[src/design/assert_macros.svh]
// Assertion macros shared by the design files of the bandit arm selector.
// Needs nothing else; files that check their logic include it by name.
`ifndef ASSERT_MACROS_SVH
`define ASSERT_MACROS_SVH

// Clocked assertion that is switched off while the active-low reset is low.
`define ASSERT_CLKD(label, clk, rst_n, prop, msg) \
    label: assert property (@(posedge clk) disable iff (!rst_n) prop) else $error(msg);

// Clocked assertion that is checked at every edge, reset included.
`define ASSERT_CLK(label, clk, prop, msg) \
    label: assert property (@(posedge clk) prop) else $error(msg);

`endif

[src/design/ucbsel_pkg.sv]
// Package of the bandit arm selector: widths, reset values, codes and the
// divider request and response types. Depends on nothing.
package ucbsel_pkg;

    localparam int NUM_ARMS_DEF = 8;

    localparam int MEAN_W  = 17;
    localparam int COUNT_W = 32;
    localparam int DIV_N_W = 36;
    localparam int DIV_D_W = 32;

    localparam int S_TDATA_W = 80;
    localparam int M_TDATA_W = 32;
    localparam int CFG_W     = 16;

    localparam logic [15:0] EXPLORE_RESET  = 16'd4096;
    localparam logic [3:0]  ENABLED_RESET  = 4'd8;
    localparam logic [15:0] WALK_CAP_RESET = 16'd2000;
    localparam logic [7:0]  STEP_CAP_RESET = 8'd7;
    localparam logic [15:0] WALK_RESET     = 16'd100;
    localparam logic [7:0]  STEP_RESET     = 8'd1;

    localparam logic [MEAN_W-1:0]  REWARD_ONE = 17'h10000;
    localparam logic [COUNT_W-1:0] COUNT_MAX  = 32'hFFFF_FFFF;
    localparam logic [15:0]        LN2_Q16    = 16'd45426;

    localparam logic REQ_SELECT = 1'b0;
    localparam logic REQ_UPDATE = 1'b1;

    typedef enum logic [1:0] {
        CFG_EXPLORE,
        CFG_ENABLED,
        CFG_WALK_CAP,
        CFG_STEP_CAP
    } cfg_idx_t;

    typedef struct packed {
        logic               start;
        logic [DIV_N_W-1:0] dividend;
        logic [DIV_D_W-1:0] divisor;
    } div_req_t;

    typedef struct packed {
        logic               done;
        logic [DIV_N_W-1:0] quot;
        logic [DIV_D_W-1:0] rem;
    } div_rsp_t;

endpackage

[src/design/ucbsel_div.sv]
// Shared restoring divider, one quotient bit per cycle.
// Depends on ucbsel_pkg for the request and response types.
`include "assert_macros.svh"

module ucbsel_div import ucbsel_pkg::*; (
    input  logic     aclk,
    input  logic     aresetn,
    input  div_req_t req,
    output div_rsp_t rsp
);

    logic               busy_reg;
    logic               done_reg;
    logic [5:0]         cnt_reg;
    logic [DIV_N_W-1:0] q_reg;
    logic [DIV_D_W-1:0] r_reg;
    logic [DIV_D_W-1:0] d_reg;
    logic [DIV_D_W:0]   r_shift;
    logic               ge;
    logic [DIV_D_W:0]   r_next;

    assign r_shift = {r_reg, q_reg[DIV_N_W-1]};
    assign ge      = (r_shift >= {1'b0, d_reg});
    assign r_next  = ge ? (r_shift - {1'b0, d_reg}) : r_shift;

    always_ff @(posedge aclk) begin
        if (!aresetn) begin
            busy_reg <= 1'b0;
            done_reg <= 1'b0;
            cnt_reg  <= '0;
        end else begin
            done_reg <= 1'b0;
            if (req.start) begin
                busy_reg <= 1'b1;
                cnt_reg  <= 6'(DIV_N_W);
                q_reg    <= req.dividend;
                r_reg    <= '0;
                d_reg    <= req.divisor;
            end else if (busy_reg) begin
                q_reg   <= {q_reg[DIV_N_W-2:0], ge};
                r_reg   <= r_next[DIV_D_W-1:0];
                cnt_reg <= cnt_reg - 6'd1;
                if (cnt_reg == 6'd1) begin
                    busy_reg <= 1'b0;
                    done_reg <= 1'b1;
                end
            end
        end
    end

    assign rsp.done = done_reg;
    assign rsp.quot = q_reg;
    assign rsp.rem  = r_reg;

    `ASSERT_CLKD(a_div_no_restart, aclk, aresetn, req.start |-> !busy_reg, "divider restarted while busy")

endmodule

[src/design/ucbsel_arm_mem.sv]
// Per-arm state memory: running mean and pull count, read data registered and valid the cycle after rd_en.
// Valid bits make entries read as zero until first written. Uses ucbsel_pkg.
`include "assert_macros.svh"

module ucbsel_arm_mem import ucbsel_pkg::*; #(
    parameter int NUM_ARMS = NUM_ARMS_DEF
) (
    input  logic                        aclk,
    input  logic                        aresetn,
    input  logic                        rd_en,
    input  logic [$clog2(NUM_ARMS)-1:0] rd_addr,
    output logic [MEAN_W-1:0]           rd_mean,
    output logic [COUNT_W-1:0]          rd_count,
    input  logic                        wr_en,
    input  logic [$clog2(NUM_ARMS)-1:0] wr_addr,
    input  logic [MEAN_W-1:0]           wr_mean,
    input  logic [COUNT_W-1:0]          wr_count
);

    localparam int ENTRY_W = MEAN_W + COUNT_W;

    logic [ENTRY_W-1:0]  arm_mem [NUM_ARMS];
    logic [ENTRY_W-1:0]  rd_data_reg;
    logic                rd_valid_reg;
    logic [NUM_ARMS-1:0] valid_reg;

    always_ff @(posedge aclk) begin
        if (wr_en) begin
            arm_mem[wr_addr] <= {wr_mean, wr_count};
        end
        if (rd_en) begin
            rd_data_reg <= arm_mem[rd_addr];
        end
    end

    always_ff @(posedge aclk) begin
        if (!aresetn) begin
            valid_reg    <= '0;
            rd_valid_reg <= 1'b0;
        end else begin
            if (wr_en) begin
                valid_reg[wr_addr] <= 1'b1;
            end
            if (rd_en) begin
                rd_valid_reg <= valid_reg[rd_addr];
            end
        end
    end

    assign rd_mean  = rd_valid_reg ? rd_data_reg[ENTRY_W-1:COUNT_W] : '0;
    assign rd_count = rd_valid_reg ? rd_data_reg[COUNT_W-1:0] : '0;

    `ASSERT_CLKD(a_mem_no_collide, aclk, aresetn, (rd_en && wr_en) |-> (rd_addr != wr_addr), "read and write hit the same arm")

endmodule

[src/design/ucb_bandit_arm_selector_unit.sv]
// Top level of the UCB1 bandit arm selector: handshakes, control sequencer,
// log and square-root iterations. Uses ucbsel_pkg, ucbsel_div, ucbsel_arm_mem.
//
//  channel | direction | handshake          | payload
//  s_      | in        | s_tvalid/s_tready  | s_tdata, s_tuser (request kind)
//  m_      | out       | m_tvalid/m_tready  | m_tdata, m_tuser (budget flag)
//  cfg_    | in        | cfg_we             | cfg_addr, cfg_wdata
//
// An update uses the serial divider for the reward (skipped when the bound is zero), then for the mean step.
// A select with untried arms scans the enabled arms, takes a modulo on the divider and walks the mask.
// A UCB select runs the untried scan and the log iterations, then per arm a divider pass and
// square-root iterations, and a final modulo on the divider.
// Reset is synchronous and active low; the arm memory reads as zero until written.
// One transaction is worked on at a time; a stalled result holds the sequencer.
`include "assert_macros.svh"

module ucb_bandit_arm_selector_unit import ucbsel_pkg::*; #(
    parameter int NUM_ARMS = NUM_ARMS_DEF
) (
    input  logic                 aclk,
    input  logic                 aresetn,
    input  logic                 s_tvalid,
    output logic                 s_tready,
    // arm_index[2:0], heuristic[22:3], heuristic_bound[42:23], random_word[74:43]
    input  logic [S_TDATA_W-1:0] s_tdata,
    // req_type[0]
    input  logic [0:0]           s_tuser,
    output logic                 m_tvalid,
    input  logic                 m_tready,
    // chosen_arm[2:0], walk_count[18:3], step_limit[26:19]
    output logic [M_TDATA_W-1:0] m_tdata,
    // budget_valid[0]
    output logic [0:0]           m_tuser,
    input  logic                 cfg_we,
    input  logic [1:0]           cfg_addr,
    input  logic [CFG_W-1:0]     cfg_wdata
);

    localparam int AW = $clog2(NUM_ARMS);
    localparam int UW = $clog2(NUM_ARMS + 1);
    localparam logic [37:0] SQ_BIT0 = 38'h1 << 36;

    typedef enum logic [4:0] {
        ST_IDLE, ST_U_RD, ST_U_CAP, ST_U_REW, ST_U_DELTA, ST_U_DWAIT,
        ST_S_RD, ST_S_CHK, ST_LOG_NORM, ST_LOG_SQ, ST_LN,
        ST_A_RD, ST_A_CAP, ST_A_DIV, ST_SQRT, ST_TERM, ST_SCORE,
        ST_MOD, ST_MOD_WAIT, ST_PICK, ST_OUT
    } state_t;

    state_t state_reg;

    logic [15:0] explore_reg;
    logic [3:0]  enabled_reg;
    logic [15:0] walk_cap_reg;
    logic [7:0]  step_cap_reg;

    logic [COUNT_W-1:0] total_count_reg;
    logic [15:0]        walk_reg;
    logic [7:0]         step_reg;

    logic [2:0]  arm_in_reg;
    logic [19:0] h_reg;
    logic [19:0] bound_reg;
    logic [31:0] rnd_reg;

    logic [MEAN_W-1:0]  mean_reg;
    logic [COUNT_W-1:0] count_reg;
    logic [MEAN_W-1:0]  reward_reg;
    logic               neg_reg;

    logic [UW-1:0]       arm_reg;
    logic [NUM_ARMS-1:0] mask_reg;
    logic [UW-1:0]       n_reg;
    logic [UW-1:0]       k_reg;
    logic                ucb_reg;
    logic                single_reg;
    logic [AW-1:0]       chosen_reg;

    logic [31:0] m_reg;
    logic [4:0]  lk_reg;
    logic [15:0] frac_reg;
    logic [4:0]  it_reg;
    logic [20:0] ln_reg;
    logic [37:0] sq_v_reg;
    logic [37:0] sq_res_reg;
    logic [37:0] sq_bit_reg;
    logic [22:0] term_reg;
    logic [23:0] best_reg;

    logic                 m_tvalid_reg;
    logic [M_TDATA_W-1:0] m_tdata_reg;
    logic                 m_tuser_reg;

    div_req_t div_req;
    div_rsp_t div_rsp;

    logic               mem_re;
    logic [AW-1:0]      mem_rd_addr;
    logic [MEAN_W-1:0]  mem_rd_mean;
    logic [COUNT_W-1:0] mem_rd_count;
    logic               mem_we;
    logic [MEAN_W-1:0]  mem_wr_mean;

    logic [UW-1:0]      used_w;
    logic               arm_fits;
    logic [AW-1:0]      arm_idx;
    logic               last_arm;
    logic [19:0]        hc;
    logic [17:0]        diff;
    logic [16:0]        mag;
    logic [COUNT_W-1:0] count_sat;
    logic               untried;
    logic [UW-1:0]      n_new;
    logic [63:0]        sq_prod;
    logic [32:0]        sq_t;
    logic [36:0]        ln_prod;
    logic [37:0]        sq_sum;
    logic [34:0]        term_prod;
    logic [23:0]        score;
    logic [16:0]        walk_dbl;
    logic [15:0]        walk_next;
    logic [8:0]         step_inc;
    logic [7:0]         step_next;
    logic               out_load;

    assign used_w    = (32'(enabled_reg) > NUM_ARMS) ? UW'(NUM_ARMS) : UW'(enabled_reg);
    assign arm_fits  = (32'(s_tdata[2:0]) < 32'(used_w));
    assign arm_idx   = arm_reg[AW-1:0];
    assign last_arm  = (arm_reg == used_w - UW'(1));
    assign hc        = (h_reg > bound_reg) ? bound_reg : h_reg;
    assign diff      = {1'b0, reward_reg} - {1'b0, mean_reg};
    assign mag       = diff[17] ? 17'(-diff) : diff[16:0];
    assign count_sat = (count_reg == COUNT_MAX) ? count_reg : count_reg + 32'd1;
    assign untried   = (mem_rd_count == '0);
    assign n_new     = n_reg + UW'(untried);
    assign sq_prod   = 64'(m_reg) * 64'(m_reg);
    assign sq_t      = sq_prod[63:31];
    assign ln_prod   = 37'({lk_reg, frac_reg}) * 37'(LN2_Q16);
    assign sq_sum    = sq_res_reg + sq_bit_reg;
    assign term_prod = 35'(explore_reg) * 35'(sq_res_reg[18:0]);
    assign score     = 24'(mean_reg) + 24'(term_reg);
    assign walk_dbl  = {walk_reg, 1'b0};
    assign walk_next = (walk_dbl < {1'b0, walk_cap_reg}) ? walk_dbl[15:0] : walk_cap_reg;
    assign step_inc  = {1'b0, step_reg} + 9'd1;
    assign step_next = (step_inc < {1'b0, step_cap_reg}) ? step_inc[7:0] : step_cap_reg;
    assign out_load  = (state_reg == ST_OUT) && (!m_tvalid_reg || m_tready);

    assign mem_re      = (state_reg == ST_U_RD) || (state_reg == ST_S_RD)
                         || (state_reg == ST_A_RD);
    assign mem_rd_addr = (state_reg == ST_U_RD) ? AW'(arm_in_reg) : arm_idx;
    assign mem_we      = (state_reg == ST_U_DWAIT) && div_rsp.done;
    assign mem_wr_mean = neg_reg ? (mean_reg - div_rsp.quot[16:0])
                                 : (mean_reg + div_rsp.quot[16:0]);

    always_comb begin
        div_req = '0;
        unique case (state_reg)
            ST_U_CAP: begin
                div_req.start    = (bound_reg != '0);
                div_req.dividend = {bound_reg - hc, 16'b0};
                div_req.divisor  = 32'(bound_reg);
            end
            ST_U_DELTA: begin
                div_req.start    = 1'b1;
                div_req.dividend = 36'(mag);
                div_req.divisor  = count_sat;
            end
            ST_A_CAP: begin
                div_req.start    = 1'b1;
                div_req.dividend = 36'({ln_reg, 1'b0});
                div_req.divisor  = mem_rd_count;
            end
            ST_MOD: begin
                div_req.start    = 1'b1;
                div_req.dividend = 36'(rnd_reg);
                div_req.divisor  = 32'(n_reg);
            end
            default: begin
            end
        endcase
    end

    ucbsel_div u_div (
        .aclk    (aclk),
        .aresetn (aresetn),
        .req     (div_req),
        .rsp     (div_rsp)
    );

    ucbsel_arm_mem #(
        .NUM_ARMS (NUM_ARMS)
    ) u_arm_mem (
        .aclk     (aclk),
        .aresetn  (aresetn),
        .rd_en    (mem_re),
        .rd_addr  (mem_rd_addr),
        .rd_mean  (mem_rd_mean),
        .rd_count (mem_rd_count),
        .wr_en    (mem_we),
        .wr_addr  (AW'(arm_in_reg)),
        .wr_mean  (mem_wr_mean),
        .wr_count (count_reg)
    );

    always_ff @(posedge aclk) begin
        if (!aresetn) begin
            state_reg       <= ST_IDLE;
            m_tvalid_reg    <= 1'b0;
            explore_reg     <= EXPLORE_RESET;
            enabled_reg     <= ENABLED_RESET;
            walk_cap_reg    <= WALK_CAP_RESET;
            step_cap_reg    <= STEP_CAP_RESET;
            total_count_reg <= '0;
            walk_reg        <= WALK_RESET;
            step_reg        <= STEP_RESET;
        end else begin
            if (cfg_we) begin
                unique case (cfg_idx_t'(cfg_addr))
                    CFG_EXPLORE:  explore_reg  <= cfg_wdata;
                    CFG_ENABLED:  enabled_reg  <= cfg_wdata[3:0];
                    CFG_WALK_CAP: walk_cap_reg <= cfg_wdata;
                    CFG_STEP_CAP: step_cap_reg <= cfg_wdata[7:0];
                endcase
            end
            if (out_load) begin
                m_tvalid_reg <= 1'b1;
            end else if (m_tvalid_reg && m_tready) begin
                m_tvalid_reg <= 1'b0;
            end

            unique case (state_reg)
                ST_IDLE: begin
                    if (s_tvalid) begin
                        arm_in_reg <= s_tdata[2:0];
                        h_reg      <= s_tdata[22:3];
                        bound_reg  <= s_tdata[42:23];
                        rnd_reg    <= s_tdata[74:43];
                        if (s_tuser[0] == REQ_UPDATE) begin
                            if (arm_fits) begin
                                state_reg <= ST_U_RD;
                            end
                        end else if (used_w <= UW'(1)) begin
                            single_reg <= 1'b1;
                            state_reg  <= ST_OUT;
                        end else begin
                            single_reg <= 1'b0;
                            arm_reg    <= '0;
                            mask_reg   <= '0;
                            n_reg      <= '0;
                            state_reg  <= ST_S_RD;
                        end
                    end
                end
                ST_U_RD: begin
                    state_reg <= ST_U_CAP;
                end
                ST_U_CAP: begin
                    mean_reg  <= mem_rd_mean;
                    count_reg <= mem_rd_count;
                    state_reg <= ST_U_REW;
                end
                ST_U_REW: begin
                    if (bound_reg == '0) begin
                        reward_reg <= REWARD_ONE;
                        state_reg  <= ST_U_DELTA;
                    end else if (div_rsp.done) begin
                        reward_reg <= div_rsp.quot[16:0];
                        state_reg  <= ST_U_DELTA;
                    end
                end
                ST_U_DELTA: begin
                    count_reg <= count_sat;
                    neg_reg   <= diff[17];
                    state_reg <= ST_U_DWAIT;
                end
                ST_U_DWAIT: begin
                    if (div_rsp.done) begin
                        if (total_count_reg != COUNT_MAX) begin
                            total_count_reg <= total_count_reg + 32'd1;
                        end
                        state_reg <= ST_IDLE;
                    end
                end
                ST_S_RD: begin
                    state_reg <= ST_S_CHK;
                end
                ST_S_CHK: begin
                    if (untried) begin
                        mask_reg[arm_idx] <= 1'b1;
                    end
                    n_reg <= n_new;
                    if (last_arm) begin
                        if (n_new != '0) begin
                            ucb_reg   <= 1'b0;
                            state_reg <= ST_MOD;
                        end else begin
                            m_reg     <= total_count_reg;
                            lk_reg    <= 5'd31;
                            state_reg <= ST_LOG_NORM;
                        end
                    end else begin
                        arm_reg   <= arm_reg + UW'(1);
                        state_reg <= ST_S_RD;
                    end
                end
                ST_LOG_NORM: begin
                    if (m_reg == '0) begin
                        lk_reg    <= '0;
                        frac_reg  <= '0;
                        state_reg <= ST_LN;
                    end else if (m_reg[31]) begin
                        frac_reg  <= '0;
                        it_reg    <= '0;
                        state_reg <= ST_LOG_SQ;
                    end else begin
                        m_reg  <= {m_reg[30:0], 1'b0};
                        lk_reg <= lk_reg - 5'd1;
                    end
                end
                ST_LOG_SQ: begin
                    // The squared mantissa crossing two yields the next fraction bit.
                    frac_reg <= {frac_reg[14:0], sq_t[32]};
                    m_reg    <= sq_t[32] ? sq_t[32:1] : sq_t[31:0];
                    it_reg   <= it_reg + 5'd1;
                    if (it_reg == 5'd15) begin
                        state_reg <= ST_LN;
                    end
                end
                ST_LN: begin
                    ln_reg    <= ln_prod[36:16];
                    arm_reg   <= '0;
                    mask_reg  <= '0;
                    n_reg     <= '0;
                    state_reg <= ST_A_RD;
                end
                ST_A_RD: begin
                    state_reg <= ST_A_CAP;
                end
                ST_A_CAP: begin
                    mean_reg  <= mem_rd_mean;
                    state_reg <= ST_A_DIV;
                end
                ST_A_DIV: begin
                    if (div_rsp.done) begin
                        sq_v_reg   <= {div_rsp.quot[21:0], 16'b0};
                        sq_res_reg <= '0;
                        sq_bit_reg <= SQ_BIT0;
                        it_reg     <= '0;
                        state_reg  <= ST_SQRT;
                    end
                end
                ST_SQRT: begin
                    if (sq_v_reg >= sq_sum) begin
                        sq_v_reg   <= sq_v_reg - sq_sum;
                        sq_res_reg <= (sq_res_reg >> 1) + sq_bit_reg;
                    end else begin
                        sq_res_reg <= sq_res_reg >> 1;
                    end
                    sq_bit_reg <= sq_bit_reg >> 2;
                    it_reg     <= it_reg + 5'd1;
                    if (it_reg == 5'd18) begin
                        state_reg <= ST_TERM;
                    end
                end
                ST_TERM: begin
                    term_reg  <= term_prod[34:12];
                    state_reg <= ST_SCORE;
                end
                ST_SCORE: begin
                    if (arm_reg == '0 || score > best_reg) begin
                        best_reg <= score;
                        mask_reg <= {{(NUM_ARMS-1){1'b0}}, 1'b1} << arm_idx;
                        n_reg    <= UW'(1);
                    end else if (score == best_reg) begin
                        mask_reg[arm_idx] <= 1'b1;
                        n_reg             <= n_reg + UW'(1);
                    end
                    if (last_arm) begin
                        ucb_reg   <= 1'b1;
                        state_reg <= ST_MOD;
                    end else begin
                        arm_reg   <= arm_reg + UW'(1);
                        state_reg <= ST_A_RD;
                    end
                end
                ST_MOD: begin
                    state_reg <= ST_MOD_WAIT;
                end
                ST_MOD_WAIT: begin
                    if (div_rsp.done) begin
                        k_reg     <= div_rsp.rem[UW-1:0];
                        arm_reg   <= '0;
                        state_reg <= ST_PICK;
                    end
                end
                ST_PICK: begin
                    // Walk the candidate mask and stop at the k-th marked arm.
                    if (mask_reg[arm_idx]) begin
                        if (k_reg == '0) begin
                            chosen_reg <= arm_idx;
                            if (ucb_reg) begin
                                walk_reg <= walk_next;
                                step_reg <= step_next;
                            end
                            state_reg <= ST_OUT;
                        end else begin
                            k_reg <= k_reg - UW'(1);
                        end
                    end
                    arm_reg <= arm_reg + UW'(1);
                end
                ST_OUT: begin
                    if (out_load) begin
                        if (single_reg) begin
                            m_tdata_reg <= '0;
                            m_tuser_reg <= 1'b0;
                        end else begin
                            m_tdata_reg <= {5'b0, step_reg, walk_reg, 3'(chosen_reg)};
                            m_tuser_reg <= 1'b1;
                        end
                        state_reg <= ST_IDLE;
                    end
                end
                default: begin
                    state_reg <= ST_IDLE;
                end
            endcase
        end
    end

    assign s_tready   = (state_reg == ST_IDLE);
    assign m_tvalid   = m_tvalid_reg;
    assign m_tdata    = m_tdata_reg;
    assign m_tuser[0] = m_tuser_reg;

    `ASSERT_CLKD(a_mean_in_range, aclk, aresetn, mem_we |-> (mem_wr_mean <= REWARD_ONE), "arm mean left the unit range")
    `ASSERT_CLKD(a_total_mono, aclk, aresetn, 1'b1 |=> (total_count_reg >= $past(total_count_reg)), "total count went down")

endmodule
[config.mk]
export PLATFORM = sky130hd
export DESIGN_NAME = ucb_bandit_arm_selector_unit
export DESIGN_NICKNAME = d
export VERILOG_FILES = /design/src/design/ucbsel_pkg.sv /design/src/design/ucbsel_div.sv /design/src/design/ucbsel_arm_mem.sv /design/src/design/ucb_bandit_arm_selector_unit.sv
export VERILOG_INCLUDE_DIRS = /design/src /design/src/design
export SDC_FILE = /design/constraint.sdc
export NUM_CORES = 2
export LEC_CHECK = 0
export ABC_AREA = 0
export BUFFER_PORTS_ARGS = -buffer_cell sky130_fd_sc_hd__buf_2
export CORE_ASPECT_RATIO = 2
export CORE_UTILIZATION = 45
export DETAILED_ROUTE_END_ITERATION = 8
export SYNTH_ARGS = -nofsm -noshare
export SYNTH_HDL_FRONTEND = slang
export SYNTH_HIERARCHICAL = 1
export SYNTH_SLANG_ARGS = --single-unit
export TNS_END_PERCENT = 30
[constraint.sdc]
create_clock -name aclk -period 12.66 [get_ports aclk]
set_clock_uncertainty 0.2 [all_clocks]
set_input_delay 0 -clock aclk [delete_from_list [all_inputs] [get_ports aclk]]
set_output_delay 0 -clock aclk [all_outputs]
set_load 0.01 [all_outputs]
==> impl_results.md <==
* Global Route Usage Sum at 26.0%
* Maxcap violations at 0
* YS warnings at 6
* Power share of the clock group at 17.1%
* Overflow left after global routing at 0
* P_leak at 47.0 nW
* NetSw at between 8 and 9 mW
* Peak fanout along the critical path at 15
* Fraction of power spent switching nets at 44.1%
* Number of flip-flops in the largest register at slightly below 400
* Slowest stage cell on the critical path: sky130_fd_sc_hd__edfxtp_1
* CP dominant cell by count: sky130_fd_sc_hd__fa_1
* Sort of element at the end of the critical path: register
* Fmax achieved at between 0.09 and 0.1 GHz
* Critical path's largest stage delay at 0.91 ns
* Post-CTS Setup Inserts at 0
* Data required time at the worst endpoint at 12.98 ns
* Post-synth ARST share at 0%
* Vias at 68300
* Kind of start point of the critical path: register
* Setup TNS at 0 ns
* Worst relative slew slack at ~17%
* Core box area at 217000 µm²
* Share of cells above drive strength 1 at 7.78%
* Number of remaining DRC errors at 0
* Worst-margin pin slew at 1.25 ns
* Top cells by area in the synthesized netlist: sky130_fd_sc_hd__edfxtp_1 (29%), sky130_fd_sc_hd__fa_1 (23%), sky130_fd_sc_hd__ha_1 (10%), sky130_fd_sc_hd__inv_1 (6.0%), sky130_fd_sc_hd__nand2_1 (3.4%)
* Total power per unit cell area at 176 nW/µm²
* Worst Path Buf+Inv at 6
* Clock root buffer: sky130_fd_sc_hd__clkbuf_16
* Hold buffer count at cts at ~190
* Largest area contributor in the synthesized netlist: sky130_fd_sc_hd__edfxtp_1
* Avg Cell Area, Syn at ~11 µm²
* Number of port buffers at 128
* Core Util, Final at around 49%
* Number of global-route vias before repair at 75100
* R2R Setup Slk at 2.21 ns
* Final critical-path share of the clock period at 82.5%
* DRT iter0 DRCs at 3523
* Fill cell total of the finished layout at between 15000 and 20000
* Number of enable flip-flop cells after synthesis at 957
* Total number of placement rows at 242
* Min Hold Slack at 0.0988 ns
* Sequential share of the synthesized area at 31.8%
* Die Height at 663 µm
* Number of cells produced by synthesis at 9182
* Total length of routed wires at 284000 µm
* Longest Clk Path Bufs at 3
* Unique masters post-synth at 109
* H-tree levels at 3
* Unrepaired setup endpoints after global routing: false
* Time the worst path needs with I/O delays and setup at 10.45 ns
* Post-cts repair resize count at 0
* Placed cell count at 11900
* CTS buffer count at 98
* Largest net degree at the start of global routing at 91
* Count of nets after finishing at 11400
* Critical path type: reg -> reg
* Initial antenna violation count at 19
* Synthesized cell area at ~98000 µm²
* Max IR drop VDD at 0.259 mV
* Run status: complete, no violations
* Predominant post-synthesis flop cell: sky130_fd_sc_hd__edfxtp_1
* Power share of the combinational group at 56.6%
* Gate family responsible for the most delay along the worst path: adder cells
* Max Transition Viols Final at 0
* Sinks on the clock net at between 1000 and 1500
* Sum of net half-perimeters after detailed placement at 222000 µm
* Count of placed standard cells in the final layout, fillers left out at 12300
* Count of antenna-violating nets left after detailed routing at 0
* Average via count per standard cell at approximately 5.6
* Initial core utilization at 45.2%
* WL/cell at 23.1 µm
* Sequential power share at 26.3%
* Internal Power at 10.6 mW
* Top-area cell type share of the netlist area at 29.3%
* Clock slew at reported path FFs at 0.07 ns
* Final hold viol count at 0
* Area Overhead vs Synth at 9.41%
* Wire length of the first global-routing pass at roughly 430000 µm
* TritonRoute pass-1 iters at 6
* Path category of the worst min-delay check: in -> reg
* Clock tree from TritonCTS: built
* Setup-violating endpoint count in the final report at 0
* Flops & latches, synth at 1080
* Arrival time at the worst endpoint at 10.77 ns
* IO Count at around 140
* Die outline width at 332 µm
* Die ar. at 220000 µm²
* Later-pin clock latency in the skew report at 0.78 ns
* Routability cong. at 0.967
==> power groups by stage <==
stage	clock network, mW	registers [mW]	logic [mW]
after detailed placement	0	5.05	10.5
final	3.24	4.98	10.7
after CTS	3.30	4.97	10.6
after global routing	3.42	5.01	11.7
after floorplan	0	4.85	7.51
after global placement	0	5.04	10.4
==> worst paths after layout <==
path	start	cells after the start	to
max reg2reg	m_reg[27]	26	m_reg[16]
min	cfg_wdata[0]	4	explore_reg[0]
min reg2reg	explore_reg[2]	2	explore_reg[2]
max	m_reg[27]	26	m_reg[16]
==> layout make-up <==
class | count | area, µm² | share of cell area, %
multi-input cells | 6157 | 59700 | 55.6
clock inverters | 69 | 931 | 0.867
flip-flops and latches | 1080 | 31200 | 29.1
clock buffers | 115 | 2550 | 2.37
diodes | 10 | 25.0 | 0.0233
repair buffers | 450 | 3530 | 3.28
inverters | 1577 | 5920 | 5.51
well taps | 2806 | 3510 | 3.27
==> per-layer routing <==
| metal | global-route usage, % | vias up | wire length, µm |
|---|---|---|---|
| li1 | - | 30800 | - |
| met1 | 25.8 | 34600 | 93300 |
| met3 | 2.89 | 851 | 12800 |
| met4 | 16.9 | 18 | 21300 |
| met5 | 0 | - | 113 |
| met2 | 50.5 | 2009 | 156000 |
==> synth_stat cells, types with 30 or more instances <==
| library cell | instances |
|---|---|
| sky130_fd_sc_hd__a211oi_1 | 62 |
| sky130_fd_sc_hd__a21o_1 | 151 |
| sky130_fd_sc_hd__a21oi_1 | 337 |
| sky130_fd_sc_hd__a22oi_1 | 30 |
| sky130_fd_sc_hd__a31o_2 | 31 |
| sky130_fd_sc_hd__a31oi_1 | 54 |
| sky130_fd_sc_hd__and2_1 | 412 |
| sky130_fd_sc_hd__and3_1 | 42 |
| sky130_fd_sc_hd__clkbuf_1 | 304 |
| sky130_fd_sc_hd__dfxtp_1 | 123 |
| sky130_fd_sc_hd__edfxtp_1 | 957 |
| sky130_fd_sc_hd__fa_1 | 1135 |
| sky130_fd_sc_hd__ha_1 | 808 |
| sky130_fd_sc_hd__inv_1 | 1574 |
| sky130_fd_sc_hd__mux2_2 | 93 |
| sky130_fd_sc_hd__mux4_2 | 101 |
| sky130_fd_sc_hd__nand2_1 | 887 |
| sky130_fd_sc_hd__nand2b_1 | 38 |
| sky130_fd_sc_hd__nand3_1 | 111 |
| sky130_fd_sc_hd__nand4_1 | 65 |
| sky130_fd_sc_hd__nor2_1 | 429 |
| sky130_fd_sc_hd__nor2b_1 | 91 |
| sky130_fd_sc_hd__nor3_1 | 113 |
| sky130_fd_sc_hd__nor4_1 | 39 |
| sky130_fd_sc_hd__o21a_1 | 53 |
| sky130_fd_sc_hd__o21ai_0 | 222 |
| sky130_fd_sc_hd__o21bai_1 | 50 |
| sky130_fd_sc_hd__or3_1 | 33 |
| sky130_fd_sc_hd__xnor2_1 | 226 |
| sky130_fd_sc_hd__xor2_1 | 177 |
==> stage by stage <==
stage | area (µm²) | total power [mW] | setup slack (ns)
5_1_grt | 107000 | 20.1 | 1.91
3_3_place_gp | 102000 | 15.4 | 2.55
6_report | 107000 | 18.9 | 2.21
4_1_cts | 107000 | 18.9 | 2.46
3_5_place_dp | 102000 | 15.5 | 2.52
2_1_floorplan | 98200 | 12.4 | 3.76
==> worst min-delay path, cell delays in order <==
cell                            delay (ns)
sky130_fd_sc_hd__dlygate4sd3_1        0.53
sky130_fd_sc_hd__buf_2                0.24
sky130_fd_sc_hd__nand2_1              0.10
sky130_fd_sc_hd__a21oi_1              0.06
==> cell families after synthesis <==
kind of cell,Yosys count,synth area share (%)
AO/OA/AOI/OAI,1245,8.48
flip-flops,1080,31.8
AND/OR/NAND/NOR,2343,11.4
adder cells (fa/ha/maj),1943,33.4
XOR/XNOR,405,3.63
multiplexers,216,3.61
buffers and inverters,1949,7.61
other,1,0.00382
==> layout by cell type (no fill, tap or decap), types with 65 or more instances in the layout <==
cell type / netlist / final
sky130_fd_sc_hd__inv_1: 1574 / 1574
sky130_fd_sc_hd__fa_1: 1135 / 1135
sky130_fd_sc_hd__edfxtp_1: 957 / 957
sky130_fd_sc_hd__nand2_1: 887 / 887
sky130_fd_sc_hd__ha_1: 808 / 808
sky130_fd_sc_hd__nor2_1: 429 / 416
sky130_fd_sc_hd__and2_1: 412 / 411
sky130_fd_sc_hd__a21oi_1: 337 / 335
sky130_fd_sc_hd__xnor2_1: 226 / 226
sky130_fd_sc_hd__o21ai_0: 222 / 221
sky130_fd_sc_hd__dlygate4sd3_1: 0 / 187
sky130_fd_sc_hd__xor2_1: 177 / 177
sky130_fd_sc_hd__a21o_1: 151 / 150
sky130_fd_sc_hd__buf_4: 8 / 135
sky130_fd_sc_hd__buf_2: 22 / 128
sky130_fd_sc_hd__dfxtp_1: 123 / 122
sky130_fd_sc_hd__nand3_1: 111 / 110
sky130_fd_sc_hd__nor3_1: 113 / 107
sky130_fd_sc_hd__mux4_2: 101 / 101
sky130_fd_sc_hd__clkbuf_16: 0 / 98
sky130_fd_sc_hd__nor2b_1: 91 / 91
sky130_fd_sc_hd__mux2_2: 93 / 91
sky130_fd_sc_hd__nand4_1: 65 / 65
(Power assumes the default switching activity.)
